--- src/design/map_bilinear_lookup_top_defines.svh ---
// ----------------------------------------------------------------------------
// map_bilinear_lookup_top_defines
// assertion macros used by the map lookup top module
// ----------------------------------------------------------------------------
`ifndef MAP_BILINEAR_LOOKUP_TOP_DEFINES_SVH
`define MAP_BILINEAR_LOOKUP_TOP_DEFINES_SVH

// same-cycle implication
`define MBL_ASSERT_IMP(lbl, pre, post) \
    lbl: assert property (@(posedge i_clk) disable iff (!i_rst_n) (pre) |-> (post)) \
        else $error("map lookup assertion failed");

// next-cycle implication
`define MBL_ASSERT_NXT(lbl, pre, post) \
    lbl: assert property (@(posedge i_clk) disable iff (!i_rst_n) (pre) |=> (post)) \
        else $error("map lookup assertion failed");

`endif

--- src/design/mbl_pkg.sv ---
// ----------------------------------------------------------------------------
// mbl_pkg
// types, constants and helpers of the bilinear map lookup
// ----------------------------------------------------------------------------
package mbl_pkg;

    localparam int MBL_MAP_COLUMNS = 16;
    localparam int MBL_MAP_ROWS    = 16;
    localparam int MBL_X_W         = 16;
    localparam int MBL_Y_W         = 8;
    localparam int MBL_IDX_W       = 4;
    localparam int MBL_DATA_W      = 16;
    localparam int MBL_CELL_W      = 8;
    localparam int MBL_RES_W       = 9;
    localparam int MBL_MAG_W       = 9;
    localparam int MBL_PROD_W      = MBL_X_W + MBL_MAG_W;

    typedef logic signed [MBL_RES_W-1:0] t_result;

    typedef enum logic [1:0] {
        FN_LOOKUP = 2'd0,
        FN_CELL   = 2'd1,
        FN_XAXIS  = 2'd2,
        FN_YAXIS  = 2'd3
    } t_func;

    typedef enum logic [2:0] {
        M_IDLE,
        M_XS,
        M_YS,
        M_CELL,
        M_ISTART,
        M_IWAIT
    } t_main_state;

    typedef enum logic [3:0] {
        SR_IDLE,
        SR_FIRST,
        SR_LAST,
        SR_FWD0,
        SR_FWD,
        SR_BWD0,
        SR_BWD,
        SR_FB0,
        SR_FB1
    } t_srch_state;

    typedef enum logic [1:0] {
        IP_IDLE,
        IP_MUL,
        IP_DIV,
        IP_FIN
    } t_ip_state;

    // search status back to the sequencer
    typedef struct packed {
        logic                done;
        logic [MBL_X_W-1:0]  lo_val;
        logic [MBL_X_W-1:0]  hi_val;
    } t_srch_stat;

    // one interpolation request
    typedef struct packed {
        logic               start;
        logic [MBL_X_W-1:0] value;
        logic [MBL_X_W-1:0] in_lo;
        logic [MBL_X_W-1:0] in_hi;
        t_result            out_lo;
        t_result            out_hi;
    } t_ip_req;

    function automatic t_result cell_value(input logic [MBL_CELL_W-1:0] b, input logic sgn);
        t_result v;
        v = sgn ? {b[MBL_CELL_W-1], b} : {1'b0, b};
        return v;
    endfunction

endpackage

--- src/design/mbl_search.sv ---
// ----------------------------------------------------------------------------
// mbl_search
// axis interval search, one axis entry read per cycle
// ----------------------------------------------------------------------------
module mbl_search #(
    parameter int MAX_N = mbl_pkg::MBL_MAP_COLUMNS
) (
    input  logic                           i_clk,
    input  logic                           i_rst_n,
    input  logic                           i_start,
    input  logic [mbl_pkg::MBL_X_W-1:0]    i_value,
    input  logic [$clog2(MAX_N)-1:0]       i_first,
    input  logic [$clog2(MAX_N):0]         i_count,
    input  logic [mbl_pkg::MBL_X_W-1:0]    i_rdata,
    output logic [$clog2(MAX_N)-1:0]       o_addr,
    output logic [$clog2(MAX_N)-1:0]       o_lo,
    output logic [$clog2(MAX_N)-1:0]       o_hi,
    output mbl_pkg::t_srch_stat            o_stat
);
    import mbl_pkg::*;

    localparam int SW = $clog2(MAX_N);
    localparam int EW = SW + 2;

    t_srch_state        r_state, n_state;
    logic [MBL_X_W-1:0] r_v, n_v;
    logic [SW-1:0]      r_s, n_s;
    logic [SW:0]        r_n, n_n;
    logic [SW-1:0]      r_i, n_i;
    logic [MBL_X_W-1:0] r_held, n_held;
    logic [SW-1:0]      r_lo, n_lo, r_hi, n_hi;
    logic [MBL_X_W-1:0] r_lov, n_lov, r_hiv, n_hiv;
    logic               r_done, n_done;

    logic [SW-1:0] nm1, nm2;
    logic [EW-1:0] n_ext, s_p1, i_p2;

    always_ff @(posedge i_clk) begin
        if (!i_rst_n) begin
            r_state <= SR_IDLE;
            r_done  <= 1'b0;
        end else begin
            r_state <= n_state;
            r_done  <= n_done;
        end
        r_v    <= n_v;
        r_s    <= n_s;
        r_n    <= n_n;
        r_i    <= n_i;
        r_held <= n_held;
        r_lo   <= n_lo;
        r_hi   <= n_hi;
        r_lov  <= n_lov;
        r_hiv  <= n_hiv;
    end

    always_comb begin
        nm1   = SW'(r_n - 1'b1);
        nm2   = SW'(r_n - 2'd2);
        n_ext = EW'(r_n);
        s_p1  = EW'(r_s) + EW'(1);
        i_p2  = EW'(r_i) + EW'(2);

        n_state = r_state;
        n_v     = r_v;
        n_s     = r_s;
        n_n     = r_n;
        n_i     = r_i;
        n_held  = r_held;
        n_lo    = r_lo;
        n_hi    = r_hi;
        n_lov   = r_lov;
        n_hiv   = r_hiv;
        n_done  = 1'b0;
        o_addr  = '0;

        case (r_state)
            SR_IDLE: begin
                if (i_start) begin
                    n_v     = i_value;
                    n_s     = i_first;
                    n_n     = i_count;
                    n_state = SR_FIRST;
                end
            end
            SR_FIRST: begin
                // clamp below the first breakpoint
                if (r_v <= i_rdata) begin
                    n_lo    = '0;
                    n_hi    = '0;
                    n_lov   = i_rdata;
                    n_hiv   = i_rdata;
                    n_done  = 1'b1;
                    n_state = SR_IDLE;
                end else begin
                    o_addr  = nm1;
                    n_state = SR_LAST;
                end
            end
            SR_LAST: begin
                if (r_v >= i_rdata) begin
                    n_lo    = nm1;
                    n_hi    = nm1;
                    n_lov   = i_rdata;
                    n_hiv   = i_rdata;
                    n_done  = 1'b1;
                    n_state = SR_IDLE;
                end else if (s_p1 < n_ext) begin
                    o_addr  = r_s;
                    n_i     = r_s;
                    n_state = SR_FWD0;
                end else if (r_s != '0) begin
                    o_addr  = r_s;
                    n_state = SR_BWD0;
                end else begin
                    o_addr  = nm2;
                    n_state = SR_FB0;
                end
            end
            SR_FWD0: begin
                n_held  = i_rdata;
                o_addr  = SW'(EW'(r_i) + EW'(1));
                n_state = SR_FWD;
            end
            SR_FWD: begin
                // i_rdata is entry i+1, r_held is entry i
                if (r_v >= r_held && r_v < i_rdata) begin
                    n_lo    = r_i;
                    n_hi    = SW'(EW'(r_i) + EW'(1));
                    n_lov   = r_held;
                    n_hiv   = i_rdata;
                    n_done  = 1'b1;
                    n_state = SR_IDLE;
                end else begin
                    n_held = i_rdata;
                    n_i    = SW'(EW'(r_i) + EW'(1));
                    if (i_p2 < n_ext) begin
                        o_addr = SW'(i_p2);
                    end else if (r_s != '0) begin
                        o_addr  = r_s;
                        n_state = SR_BWD0;
                    end else begin
                        o_addr  = nm2;
                        n_state = SR_FB0;
                    end
                end
            end
            SR_BWD0: begin
                n_held  = i_rdata;
                n_i     = r_s - 1'b1;
                o_addr  = r_s - 1'b1;
                n_state = SR_BWD;
            end
            SR_BWD: begin
                // i_rdata is entry k, r_held is entry k+1
                if (r_v >= i_rdata && r_v < r_held) begin
                    n_lo    = r_i;
                    n_hi    = SW'(EW'(r_i) + EW'(1));
                    n_lov   = i_rdata;
                    n_hiv   = r_held;
                    n_done  = 1'b1;
                    n_state = SR_IDLE;
                end else begin
                    n_held = i_rdata;
                    if (r_i != '0) begin
                        n_i    = r_i - 1'b1;
                        o_addr = r_i - 1'b1;
                    end else begin
                        o_addr  = nm2;
                        n_state = SR_FB0;
                    end
                end
            end
            SR_FB0: begin
                // no interval matched, take the last one
                n_lov   = i_rdata;
                o_addr  = nm1;
                n_state = SR_FB1;
            end
            SR_FB1: begin
                n_hiv   = i_rdata;
                n_lo    = nm2;
                n_hi    = nm1;
                n_done  = 1'b1;
                n_state = SR_IDLE;
            end
            default: begin
                n_state = SR_IDLE;
            end
        endcase
    end

    assign o_lo          = r_lo;
    assign o_hi          = r_hi;
    assign o_stat.done   = r_done;
    assign o_stat.lo_val = r_lov;
    assign o_stat.hi_val = r_hiv;

endmodule

--- src/design/mbl_interp.sv ---
// ----------------------------------------------------------------------------
// mbl_interp
// linear interpolation: one multiply, then a bit-serial restoring divide
// ----------------------------------------------------------------------------
module mbl_interp (
    input  logic             i_clk,
    input  logic             i_rst_n,
    input  mbl_pkg::t_ip_req i_req,
    output logic             o_done,
    output mbl_pkg::t_result o_result
);
    import mbl_pkg::*;

    localparam int CW = $clog2(MBL_PROD_W);

    t_ip_state           r_state, n_state;
    logic [MBL_X_W-1:0]  r_dv, n_dv;
    logic [MBL_X_W-1:0]  r_den, n_den;
    logic                r_degen, n_degen;
    logic                r_neg, n_neg;
    logic [MBL_MAG_W-1:0] r_mag, n_mag;
    t_result             r_out_lo, n_out_lo;
    logic [MBL_PROD_W-1:0] r_quo, n_quo;
    logic [MBL_X_W-1:0]  r_rem, n_rem;
    logic [CW-1:0]       r_cnt, n_cnt;
    logic                r_done, n_done;
    t_result             r_result, n_result;

    logic [MBL_X_W-1:0]    vc;
    logic signed [MBL_RES_W:0] dout;
    logic [MBL_X_W:0]      shifted;
    logic [MBL_X_W:0]      diff;
    logic signed [MBL_RES_W:0] q_s;
    logic signed [MBL_RES_W:0] sum;

    always_ff @(posedge i_clk) begin
        if (!i_rst_n) begin
            r_state <= IP_IDLE;
            r_done  <= 1'b0;
        end else begin
            r_state <= n_state;
            r_done  <= n_done;
        end
        r_dv     <= n_dv;
        r_den    <= n_den;
        r_degen  <= n_degen;
        r_neg    <= n_neg;
        r_mag    <= n_mag;
        r_out_lo <= n_out_lo;
        r_quo    <= n_quo;
        r_rem    <= n_rem;
        r_cnt    <= n_cnt;
        r_result <= n_result;
    end

    always_comb begin
        n_state  = r_state;
        n_dv     = r_dv;
        n_den    = r_den;
        n_degen  = r_degen;
        n_neg    = r_neg;
        n_mag    = r_mag;
        n_out_lo = r_out_lo;
        n_quo    = r_quo;
        n_rem    = r_rem;
        n_cnt    = r_cnt;
        n_done   = 1'b0;
        n_result = r_result;

        if (i_req.value < i_req.in_lo) begin
            vc = i_req.in_lo;
        end else if (i_req.value > i_req.in_hi) begin
            vc = i_req.in_hi;
        end else begin
            vc = i_req.value;
        end
        dout    = (MBL_RES_W+1)'(i_req.out_hi) - (MBL_RES_W+1)'(i_req.out_lo);
        shifted = {r_rem, r_quo[MBL_PROD_W-1]};
        diff    = shifted - {1'b0, r_den};
        q_s     = {1'b0, r_quo[MBL_MAG_W-1:0]};
        sum     = (MBL_RES_W+1)'(r_out_lo) + (r_neg ? -q_s : q_s);

        case (r_state)
            IP_IDLE: begin
                if (i_req.start) begin
                    n_dv     = vc - i_req.in_lo;
                    n_den    = i_req.in_hi - i_req.in_lo;
                    n_degen  = (i_req.in_hi <= i_req.in_lo);
                    n_neg    = dout[MBL_RES_W];
                    n_mag    = MBL_MAG_W'(dout[MBL_RES_W] ? -dout : dout);
                    n_out_lo = i_req.out_lo;
                    n_state  = IP_MUL;
                end
            end
            IP_MUL: begin
                n_rem = '0;
                n_cnt = '0;
                if (r_degen) begin
                    n_quo   = '0;
                    n_state = IP_FIN;
                end else begin
                    n_quo   = MBL_PROD_W'(r_dv) * MBL_PROD_W'(r_mag);
                    n_state = IP_DIV;
                end
            end
            IP_DIV: begin
                // one quotient bit per cycle
                if (!diff[MBL_X_W]) begin
                    n_rem = diff[MBL_X_W-1:0];
                    n_quo = {r_quo[MBL_PROD_W-2:0], 1'b1};
                end else begin
                    n_rem = shifted[MBL_X_W-1:0];
                    n_quo = {r_quo[MBL_PROD_W-2:0], 1'b0};
                end
                n_cnt = r_cnt + 1'b1;
                if (r_cnt == CW'(MBL_PROD_W - 1)) begin
                    n_state = IP_FIN;
                end
            end
            IP_FIN: begin
                n_result = sum[MBL_RES_W-1:0];
                n_done   = 1'b1;
                n_state  = IP_IDLE;
            end
            default: begin
                n_state = IP_IDLE;
            end
        endcase
    end

    assign o_done   = r_done;
    assign o_result = r_result;

endmodule

--- src/design/map_bilinear_lookup_top.sv ---
// ----------------------------------------------------------------------------
// map_bilinear_lookup_top
// two-dimensional calibration map with bilinear interpolation
// ----------------------------------------------------------------------------
// A write item (cell, X axis or Y axis entry) gives no result. A lookup that
// hits the one-entry cache gives its result the cycle after the transfer. A
// missed lookup runs one axis search per axis in a shared search unit reading
// one breakpoint per cycle; a point that clamps below the first breakpoint or
// above the last ends the search early, else it sweeps forward, then back, and
// falls back to the last interval. It then reads the four corner cells from the
// map memory. Last it uses a shared interpolation unit zero, one or three
// times, each time for one multiply and a bit-serial divide. The block takes
// no new item until the lookup is done; a finished result waits in the output
// register and holds off the next item until it is taken.
module map_bilinear_lookup_top #(
    parameter int MAP_COLUMNS = mbl_pkg::MBL_MAP_COLUMNS,
    parameter int MAP_ROWS    = mbl_pkg::MBL_MAP_ROWS
) (
    input  logic                               i_clk,
    input  logic                               i_rst_n,
    input  logic                               i_valid,
    output logic                               o_stall,
    input  logic [1:0]                         i_func,
    input  logic [mbl_pkg::MBL_X_W-1:0]        i_x_point,
    input  logic [mbl_pkg::MBL_Y_W-1:0]        i_y_point,
    input  logic [mbl_pkg::MBL_IDX_W-1:0]      i_entry_row,
    input  logic [mbl_pkg::MBL_IDX_W-1:0]      i_entry_col,
    input  logic [mbl_pkg::MBL_DATA_W-1:0]     i_entry_data,
    output logic                               o_valid,
    input  logic                               i_stall,
    output logic signed [mbl_pkg::MBL_RES_W-1:0] o_map_result,
    input  logic                               i_cfg_valid,
    output logic                               o_cfg_ready,
    input  logic                               i_cfg_cells_signed
);
    import mbl_pkg::*;
    `include "map_bilinear_lookup_top_defines.svh"

    localparam int MaxDim = (MAP_COLUMNS > MAP_ROWS) ? MAP_COLUMNS : MAP_ROWS;
    localparam int SW     = $clog2(MaxDim);
    localparam int XAW    = $clog2(MAP_COLUMNS);
    localparam int YAW    = $clog2(MAP_ROWS);
    localparam int CDEPTH = MAP_COLUMNS * MAP_ROWS;
    localparam int CAW    = $clog2(CDEPTH);

    // table memories
    logic [MBL_CELL_W-1:0] r_cmem [CDEPTH];
    logic [MBL_X_W-1:0]    r_xmem [MAP_COLUMNS];
    logic [MBL_Y_W-1:0]    r_ymem [MAP_ROWS];
    logic [MBL_CELL_W-1:0] r_crd;
    logic [MBL_X_W-1:0]    r_xrd;
    logic [MBL_Y_W-1:0]    r_yrd;

    t_main_state        r_state, n_state;
    logic [MBL_X_W-1:0] r_x, n_x;
    logic [MBL_Y_W-1:0] r_y, n_y;
    logic               r_sel, n_sel;
    logic [XAW-1:0]     r_xl, n_xl, r_xh, n_xh;
    logic [YAW-1:0]     r_yl, n_yl, r_yh, n_yh;
    logic [MBL_X_W-1:0] r_xlv, n_xlv, r_xhv, n_xhv;
    logic [MBL_Y_W-1:0] r_ylv, n_ylv, r_yhv, n_yhv;
    t_result            r_q11, n_q11, r_q21, n_q21, r_q12, n_q12, r_q22, n_q22;
    t_result            r_r1, n_r1, r_r2, n_r2;
    logic [2:0]         r_cidx, n_cidx;
    logic [1:0]         r_pass, n_pass;
    logic               r_cvalid, n_cvalid;
    logic [MBL_X_W-1:0] r_cx, n_cx;
    logic [MBL_Y_W-1:0] r_cy, n_cy;
    t_result            r_cres, n_cres;
    logic [XAW-1:0]     r_last_col, n_last_col;
    logic [YAW-1:0]     r_last_row, n_last_row;
    logic               r_cells_signed, n_cells_signed;
    logic               r_ovalid, n_ovalid;
    t_result            r_odata, n_odata;

    logic in_xfer, out_xfer;
    logic cwe, xwe, ywe;
    logic [CAW-1:0] c_waddr, c_raddr;
    logic [XAW-1:0] c_col;
    logic [YAW-1:0] c_row;

    logic               s_start;
    logic [MBL_X_W-1:0] s_value;
    logic [SW-1:0]      s_first;
    logic [SW:0]        s_count;
    logic [MBL_X_W-1:0] s_rdata;
    logic [SW-1:0]      s_addr, s_lo, s_hi;
    t_srch_stat         srch_stat;

    t_ip_req ip_req;
    logic    ip_done;
    t_result ip_result;

    logic    x_same, y_same, use_y, last_pass;
    logic    fin;
    t_result fin_val;

    assign in_xfer  = i_valid && !o_stall;
    assign out_xfer = r_ovalid && !i_stall;
    assign o_stall  = !((r_state == M_IDLE) && (!r_ovalid || !i_stall));
    assign o_valid  = r_ovalid;
    assign o_map_result = r_odata;
    assign o_cfg_ready  = 1'b1;

    // memories
    always_ff @(posedge i_clk) begin
        if (cwe) begin
            r_cmem[c_waddr] <= i_entry_data[MBL_CELL_W-1:0];
        end
        if (xwe) begin
            r_xmem[XAW'(i_entry_col)] <= i_entry_data;
        end
        if (ywe) begin
            r_ymem[YAW'(i_entry_row)] <= i_entry_data[MBL_Y_W-1:0];
        end
        r_crd <= r_cmem[c_raddr];
        r_xrd <= r_xmem[s_addr[XAW-1:0]];
        r_yrd <= r_ymem[s_addr[YAW-1:0]];
    end

    assign c_waddr = CAW'(int'(i_entry_row) * MAP_COLUMNS + int'(i_entry_col));
    assign s_rdata = r_sel ? {{(MBL_X_W-MBL_Y_W){1'b0}}, r_yrd} : r_xrd;

    always_comb begin
        case (r_cidx[1:0])
            2'd0:    begin c_row = r_yl; c_col = r_xl; end
            2'd1:    begin c_row = r_yl; c_col = r_xh; end
            2'd2:    begin c_row = r_yh; c_col = r_xl; end
            default: begin c_row = r_yh; c_col = r_xh; end
        endcase
        c_raddr = CAW'(int'(c_row) * MAP_COLUMNS + int'(c_col));
    end

    mbl_search #(
        .MAX_N (MaxDim)
    ) u_search (
        .i_clk   (i_clk),
        .i_rst_n (i_rst_n),
        .i_start (s_start),
        .i_value (s_value),
        .i_first (s_first),
        .i_count (s_count),
        .i_rdata (s_rdata),
        .o_addr  (s_addr),
        .o_lo    (s_lo),
        .o_hi    (s_hi),
        .o_stat  (srch_stat)
    );

    mbl_interp u_interp (
        .i_clk    (i_clk),
        .i_rst_n  (i_rst_n),
        .i_req    (ip_req),
        .o_done   (ip_done),
        .o_result (ip_result)
    );

    // interpolation operand selection
    always_comb begin
        x_same    = (r_xl == r_xh);
        y_same    = (r_yl == r_yh);
        use_y     = x_same || (r_pass == 2'd2);
        last_pass = x_same || y_same || (r_pass == 2'd2);
        ip_req.start = (r_state == M_ISTART);
        ip_req.value = use_y ? {{(MBL_X_W-MBL_Y_W){1'b0}}, r_y} : r_x;
        ip_req.in_lo = use_y ? {{(MBL_X_W-MBL_Y_W){1'b0}}, r_ylv} : r_xlv;
        ip_req.in_hi = use_y ? {{(MBL_X_W-MBL_Y_W){1'b0}}, r_yhv} : r_xhv;
        if (x_same) begin
            ip_req.out_lo = r_q11;
            ip_req.out_hi = r_q12;
        end else if (y_same || r_pass == 2'd0) begin
            ip_req.out_lo = r_q11;
            ip_req.out_hi = r_q21;
        end else if (r_pass == 2'd1) begin
            ip_req.out_lo = r_q12;
            ip_req.out_hi = r_q22;
        end else begin
            ip_req.out_lo = r_r1;
            ip_req.out_hi = r_r2;
        end
    end

    always_ff @(posedge i_clk) begin
        if (!i_rst_n) begin
            r_state        <= M_IDLE;
            r_cvalid       <= 1'b0;
            r_cx           <= '0;
            r_cy           <= '0;
            r_cres         <= '0;
            r_last_col     <= '0;
            r_last_row     <= '0;
            r_cells_signed <= 1'b0;
            r_ovalid       <= 1'b0;
        end else begin
            r_state        <= n_state;
            r_cvalid       <= n_cvalid;
            r_cx           <= n_cx;
            r_cy           <= n_cy;
            r_cres         <= n_cres;
            r_last_col     <= n_last_col;
            r_last_row     <= n_last_row;
            r_cells_signed <= n_cells_signed;
            r_ovalid       <= n_ovalid;
        end
        r_x     <= n_x;
        r_y     <= n_y;
        r_sel   <= n_sel;
        r_xl    <= n_xl;
        r_xh    <= n_xh;
        r_yl    <= n_yl;
        r_yh    <= n_yh;
        r_xlv   <= n_xlv;
        r_xhv   <= n_xhv;
        r_ylv   <= n_ylv;
        r_yhv   <= n_yhv;
        r_q11   <= n_q11;
        r_q21   <= n_q21;
        r_q12   <= n_q12;
        r_q22   <= n_q22;
        r_r1    <= n_r1;
        r_r2    <= n_r2;
        r_cidx  <= n_cidx;
        r_pass  <= n_pass;
        r_odata <= n_odata;
    end

    always_comb begin
        n_state        = r_state;
        n_x            = r_x;
        n_y            = r_y;
        n_sel          = r_sel;
        n_xl           = r_xl;
        n_xh           = r_xh;
        n_yl           = r_yl;
        n_yh           = r_yh;
        n_xlv          = r_xlv;
        n_xhv          = r_xhv;
        n_ylv          = r_ylv;
        n_yhv          = r_yhv;
        n_q11          = r_q11;
        n_q21          = r_q21;
        n_q12          = r_q12;
        n_q22          = r_q22;
        n_r1           = r_r1;
        n_r2           = r_r2;
        n_cidx         = r_cidx;
        n_pass         = r_pass;
        n_cvalid       = r_cvalid;
        n_cx           = r_cx;
        n_cy           = r_cy;
        n_cres         = r_cres;
        n_last_col     = r_last_col;
        n_last_row     = r_last_row;
        n_cells_signed = r_cells_signed;
        n_ovalid       = out_xfer ? 1'b0 : r_ovalid;
        n_odata        = r_odata;
        cwe            = 1'b0;
        xwe            = 1'b0;
        ywe            = 1'b0;
        s_start        = 1'b0;
        s_value        = {{(MBL_X_W-MBL_Y_W){1'b0}}, r_y};
        s_first        = SW'(r_last_row);
        s_count        = (SW+1)'(MAP_ROWS);
        fin            = 1'b0;
        fin_val        = r_q11;

        case (r_state)
            M_IDLE: begin
                if (in_xfer) begin
                    case (t_func'(i_func))
                        FN_LOOKUP: begin
                            if (r_cvalid && r_cx == i_x_point && r_cy == i_y_point) begin
                                n_ovalid = 1'b1;
                                n_odata  = r_cres;
                            end else begin
                                n_x     = i_x_point;
                                n_y     = i_y_point;
                                n_sel   = 1'b0;
                                s_start = 1'b1;
                                s_value = i_x_point;
                                s_first = SW'(r_last_col);
                                s_count = (SW+1)'(MAP_COLUMNS);
                                n_state = M_XS;
                            end
                        end
                        FN_CELL: begin
                            n_cvalid = 1'b0;
                            cwe = (int'(i_entry_row) < MAP_ROWS)
                                && (int'(i_entry_col) < MAP_COLUMNS);
                        end
                        FN_XAXIS: begin
                            n_cvalid = 1'b0;
                            xwe = (int'(i_entry_col) < MAP_COLUMNS);
                        end
                        FN_YAXIS: begin
                            n_cvalid = 1'b0;
                            ywe = (int'(i_entry_row) < MAP_ROWS);
                        end
                        default: begin
                            n_cvalid = 1'b0;
                        end
                    endcase
                end
            end
            M_XS: begin
                if (srch_stat.done) begin
                    n_xl    = XAW'(s_lo);
                    n_xh    = XAW'(s_hi);
                    n_xlv   = srch_stat.lo_val;
                    n_xhv   = srch_stat.hi_val;
                    n_sel   = 1'b1;
                    s_start = 1'b1;
                    n_state = M_YS;
                end
            end
            M_YS: begin
                if (srch_stat.done) begin
                    n_yl    = YAW'(s_lo);
                    n_yh    = YAW'(s_hi);
                    n_ylv   = srch_stat.lo_val[MBL_Y_W-1:0];
                    n_yhv   = srch_stat.hi_val[MBL_Y_W-1:0];
                    n_cidx  = '0;
                    n_state = M_CELL;
                end
            end
            M_CELL: begin
                // corner read issued at r_cidx, its data lands at r_cidx+1
                n_cidx = r_cidx + 1'b1;
                case (r_cidx)
                    3'd1:    n_q11 = cell_value(r_crd, r_cells_signed);
                    3'd2:    n_q21 = cell_value(r_crd, r_cells_signed);
                    3'd3:    n_q12 = cell_value(r_crd, r_cells_signed);
                    3'd4:    n_q22 = cell_value(r_crd, r_cells_signed);
                    default: n_q11 = r_q11;
                endcase
                if (r_cidx == 3'd4) begin
                    n_pass = '0;
                    if (x_same && y_same) begin
                        fin     = 1'b1;
                        fin_val = r_q11;
                    end else begin
                        n_state = M_ISTART;
                    end
                end
            end
            M_ISTART: begin
                n_state = M_IWAIT;
            end
            M_IWAIT: begin
                if (ip_done) begin
                    if (last_pass) begin
                        fin     = 1'b1;
                        fin_val = ip_result;
                    end else begin
                        if (r_pass == 2'd0) begin
                            n_r1 = ip_result;
                        end else begin
                            n_r2 = ip_result;
                        end
                        n_pass  = r_pass + 1'b1;
                        n_state = M_ISTART;
                    end
                end
            end
            default: begin
                n_state = M_IDLE;
            end
        endcase

        if (fin) begin
            n_ovalid   = 1'b1;
            n_odata    = fin_val;
            n_cvalid   = 1'b1;
            n_cx       = r_x;
            n_cy       = r_y;
            n_cres     = fin_val;
            n_last_col = r_xl;
            n_last_row = r_yl;
            n_state    = M_IDLE;
        end

        if (i_cfg_valid) begin
            n_cells_signed = i_cfg_cells_signed;
            n_cvalid       = 1'b0;
        end
    end

    `MBL_ASSERT_IMP(a_srch_done_in_search, srch_stat.done, r_state == M_XS || r_state == M_YS)
    `MBL_ASSERT_IMP(a_ip_done_in_wait, ip_done, r_state == M_IWAIT)
    `MBL_ASSERT_IMP(a_out_free_while_busy, r_state != M_IDLE, !r_ovalid)
    `MBL_ASSERT_NXT(a_fill_sets_cache, fin && !i_cfg_valid, r_cvalid && r_ovalid)

endmodule
--- config.mk ---
export PLATFORM = sky130hd
export DESIGN_NAME = map_bilinear_lookup_top
export DESIGN_NICKNAME = d
export VERILOG_FILES = /design/src/design/mbl_pkg.sv /design/src/design/mbl_search.sv /design/src/design/mbl_interp.sv /design/src/design/map_bilinear_lookup_top.sv
export VERILOG_INCLUDE_DIRS = /design/src /design/src/design
export SDC_FILE = /design/constraint.sdc
export NUM_CORES = 2
export LEC_CHECK = 0
export BUFFER_PORTS_ARGS = -buffer_cell sky130_fd_sc_hd__clkbuf_2
export CORE_MARGIN = 2
export CORE_UTILIZATION = 51
export DETAILED_ROUTE_END_ITERATION = 16
export GPL_TIMING_DRIVEN = 0
export PLACE_DENSITY = 0.66
export SETUP_SLACK_MARGIN = 0.3
export SYNTH_ARGS = -nofsm -noshare
export SYNTH_HDL_FRONTEND = slang
export SYNTH_SLANG_ARGS = --single-unit
--- constraint.sdc ---
create_clock -name i_clk -period 8.68 [get_ports i_clk]
set_input_delay 0 -clock i_clk [delete_from_list [all_inputs] [get_ports i_clk]]
set_output_delay 0 -clock i_clk [all_outputs]
set_load 0.005 [all_outputs]
==> results.tsv <==
stage	metric	value	unit
run_status	status	finished, violations left	
run_status	failing checks	capacitance limit, slew limit	
clock_network	clock tree buffer depth	4	
placed_design	Detail Placement HPWL	225000	µm
setup_path	critical path launch point type	register	
floorplanning	Die Width	493	µm
routing	vias per cell	6.14	
routing	initial drt markers	7741	
setup_path	crit path DAT	8.50	ns
setup_path	CP top delay family	compound AO/OA/AOI/OAI gates	
routing	via count	67972	
synthesis	most frequent cell after synthesis	edfxtp_1	
layout	share of cells above drive strength 1	0.156	
synthesis	complex-gate fraction of the synthesized area	0.0444	
pwr	Tot Pwr	29.3	mW
setup_path	slowest CP cell	or4b_2	
layout	fin nets	8039	
grt	GRT Util Overall	0.268	
sta	final period utilization	0.896	
layout	fin cells	11079	
sta	Final Hold Viols	0	
synthesis	synth top area cells	edfxtp_1 68%, mux4_2 9.4%, mux2i_1 3.7%	
routing	DRC Markers	0	
synthesis	main flop type after synthesis	edfxtp_1	
clock_network	total clock buffers created by CTS	307	
clock_network	Sink Count	2863	
sta	unrepaired setup endpoints after global routing	no	
routing	router iterations before antenna repair	8	
synthesis	register area share after synthesis	0.696	
pwr	maximum VDD drop	0.242	mV
synthesis	Synthesis Warnings	0	
floorplanning	I/O Pins	68	
clock_network	Worst-path clk slew	0.06	ns
synthesis	Post-synth ARST share	0	
synthesis	top cell type's share of synthesized area	0.682	
setup_path	crit-path max cell delay	0.62	ns
synthesis	Post-Syn Area	0.122	mm²
routing	Routed WL	328000	µm
sta	maximum clock frequency	129	MHz
grt	gr ovfl total	0	
setup_path	WP data required	9.41	ns
grt	pin count of the biggest net entering global routing	145	
grt	global-route wire length before repair	469000	µm
synthesis	Post-synth EDFFs	2776	
layout	P&R area growth vs syn	12.9	%
setup_path	Crit. End Element	register	
synthesis	simple-gate share of the synthesized area	0.0560	
synthesis	post-synthesis cell count	7189	
routing	ANT nets after route	0	
placed_design	Buffers on Ports	59	
clock_network	CTS tree	built	
pwr	power density over the cells	213	mW/mm²
clock_network	H-tree depth	5	
floorplanning	die height	493	µm
run	Max-Cap Viols	3	
placed_design	placed cell count	10455	
sta	Max Slew Vio Count	32	
sta	Slew headroom	-0.0603	
synthesis	Post-Synth Adder-Cell Area	0.0368	
floorplanning	DIE AREA	0.244	mm²
synthesis	main combinational cell family by area after synthesis	multiplexers	
synthesis	synth cell count leaders	2776 x edfxtp_1, 573 x nand2_1, 512 x mux4_2	
synthesis	mux cell area share after synthesis	0.134	
pwr	Pleak	47.6	nW
grt	antenna violations before repair	19	
setup_path	CP bufs+invs	5	
floorplanning	Placement Rows	179	
synthesis	Avg Inst Size Synth	17.0	µm²
synthesis	Post-Syn Nets	7543	
hold_path	Hold WC Path Type	input pin to register	
synthesis	count of state elements after synthesis	2863	
grt	vias in the first global route	67176	
clock_network	Clock Latency Late Sink	0.96	ns
floorplanning	starting density of the core	0.513	
synthesis	XOR/XNOR share of the synthesized area	0.00938	
setup_path	largest fanout on the critical path	10	
clock_network	clock root cell	clkbuf_16	
synthesis	Yosys top cell by area	edfxtp_1	
setup_path	Most common cell on crit path	o21ai_0	
routing	Routed WL per cell	29.7	µm
sta	fin crit period	7.77	ns
synthesis	Yosys cell types	88	
sta	final setup fails	0	
sta	Worst Tran Pin Value	1.59	ns
sta	Fin Clk Skew	0.107	ns
floorplanning	core area	0.238	mm²
sta	Sum Neg Setup Slack	0	ns
setup_path	CP Class	register to register	
placed_design	routability cong.	0.980	
## worst register-to-register path: cells and delay by family (launching register included)
family	cells	cell delay, ns
DFF	1	0.46
adders and majority gates	2	0.65
buffers and inverters	5	1.74
and+or+nand+nor	5	1.14
muxes	1	0.24
xor gates and xnor gates	1	0.38
AOI/OAI and AO/OA	15	2.97
## kinds of logic after synthesis
kind of cell	Yosys count
other	1
XOR/XNOR	130
buffers and inverters	630
flip-flops	2863
multiplexers	989
adder cells (fa/ha/maj)	298
AND/OR/NAND/NOR	1490
AO/OA/AOI/OAI	788
## per-stage QoR
stage	cell area, µm²	hold slack, ns	utilization	worst slack (ns)
after floorplan	122000	0.0761	-	2.02
final	138000	0.0451	0.579	0.905
after global placement	126000	0.209	0.531	0.206
after global routing	138000	0.0220	0.579	0.365
after detailed placement	127000	0.211	0.535	0.183
after CTS	138000	0.000292	0.579	0.333
## power by group
| group | internal [mW] | total (mW) | switching, mW |
|---|---|---|---|
| clock | 7.38 | 12.7 | 5.27 |
| sequential | 15.3 | 15.3 | 0.0541 |
| combinational | 0.467 | 1.35 | 0.887 |
## layout make-up
type,count,area [µm²]
clock buffers,378,8090
flip-flops and latches,2863,85100
clock inverters,152,1480
inverters,249,935
diodes,6,15.0
multi-input cells,3696,34400
repair buffers,187,2030
plain buffers,381,1910
well taps,3167,3960
fillers,17794,100000
## sequential cells by signal, indices dropped and copies added, names as in the netlist, 16 cells and up
name,cells
r_cmem,2048
r_xmem,256
r_ymem,128
u_interp.r_quo,25
r_cx,16
r_x,16
r_xhv,16
r_xlv,16
r_xrd,16
u_interp.r_den,16
u_interp.r_dv,16
u_interp.r_rem,16
u_search.r_held,16
u_search.r_hiv,16
u_search.r_lov,16
u_search.r_v,16
## repair_timing
action,4_1_cts,5_1_grt
hold buffers,85,0
endpoints found under the setup margin,1,3
hold endpoints to repair,1564,0
buffers inserted,0,0
gates resized for setup,1,5
## final timing paths
check | from | to | slack (ns) | depth (start not counted)
hold reg to reg | u_search.r_hiv[13]$_DFFE_PP_ | r_xhv[13]$_DFFE_PP_ | 0.42 | 0
setup / recovery | r_xl[3]$_DFFE_PP_ | u_interp.r_dv[14]$_DFFE_PP_ | 0.91 | 29
setup reg to reg | r_xl[3]$_DFFE_PP_ | u_interp.r_dv[14]$_DFFE_PP_ | 0.91 | 29
hold / removal | i_entry_data[12] | r_xmem[13][12]$_DFFE_PP_ | 0.05 | 2
## cells in the final DEF (no fill, tap or decap), types with 153 or more instances in the layout
| master | n |
|---|---|
| and2_1 | 248 |
| nor2_1 | 380 |
| ha_1 | 194 |
| clkbuf_1 | 294 |
| a211oi_1 | 181 |
| clkbuf_16 | 310 |
| mux4_2 | 512 |
| nand2_1 | 573 |
| mux2i_1 | 450 |
| edfxtp_1 | 2776 |
| a21oi_1 | 153 |
| inv_1 | 246 |
## routing by layer
layer	global-route usage	wire, µm	vias up
met1	0.365	128000	34959
met4	0.108	14900	6
li1	-	-	28964
met3	0.0525	29300	676
met5	0	48	-
met2	0.426	156000	3367
Power figures use the tool's default switching activity.
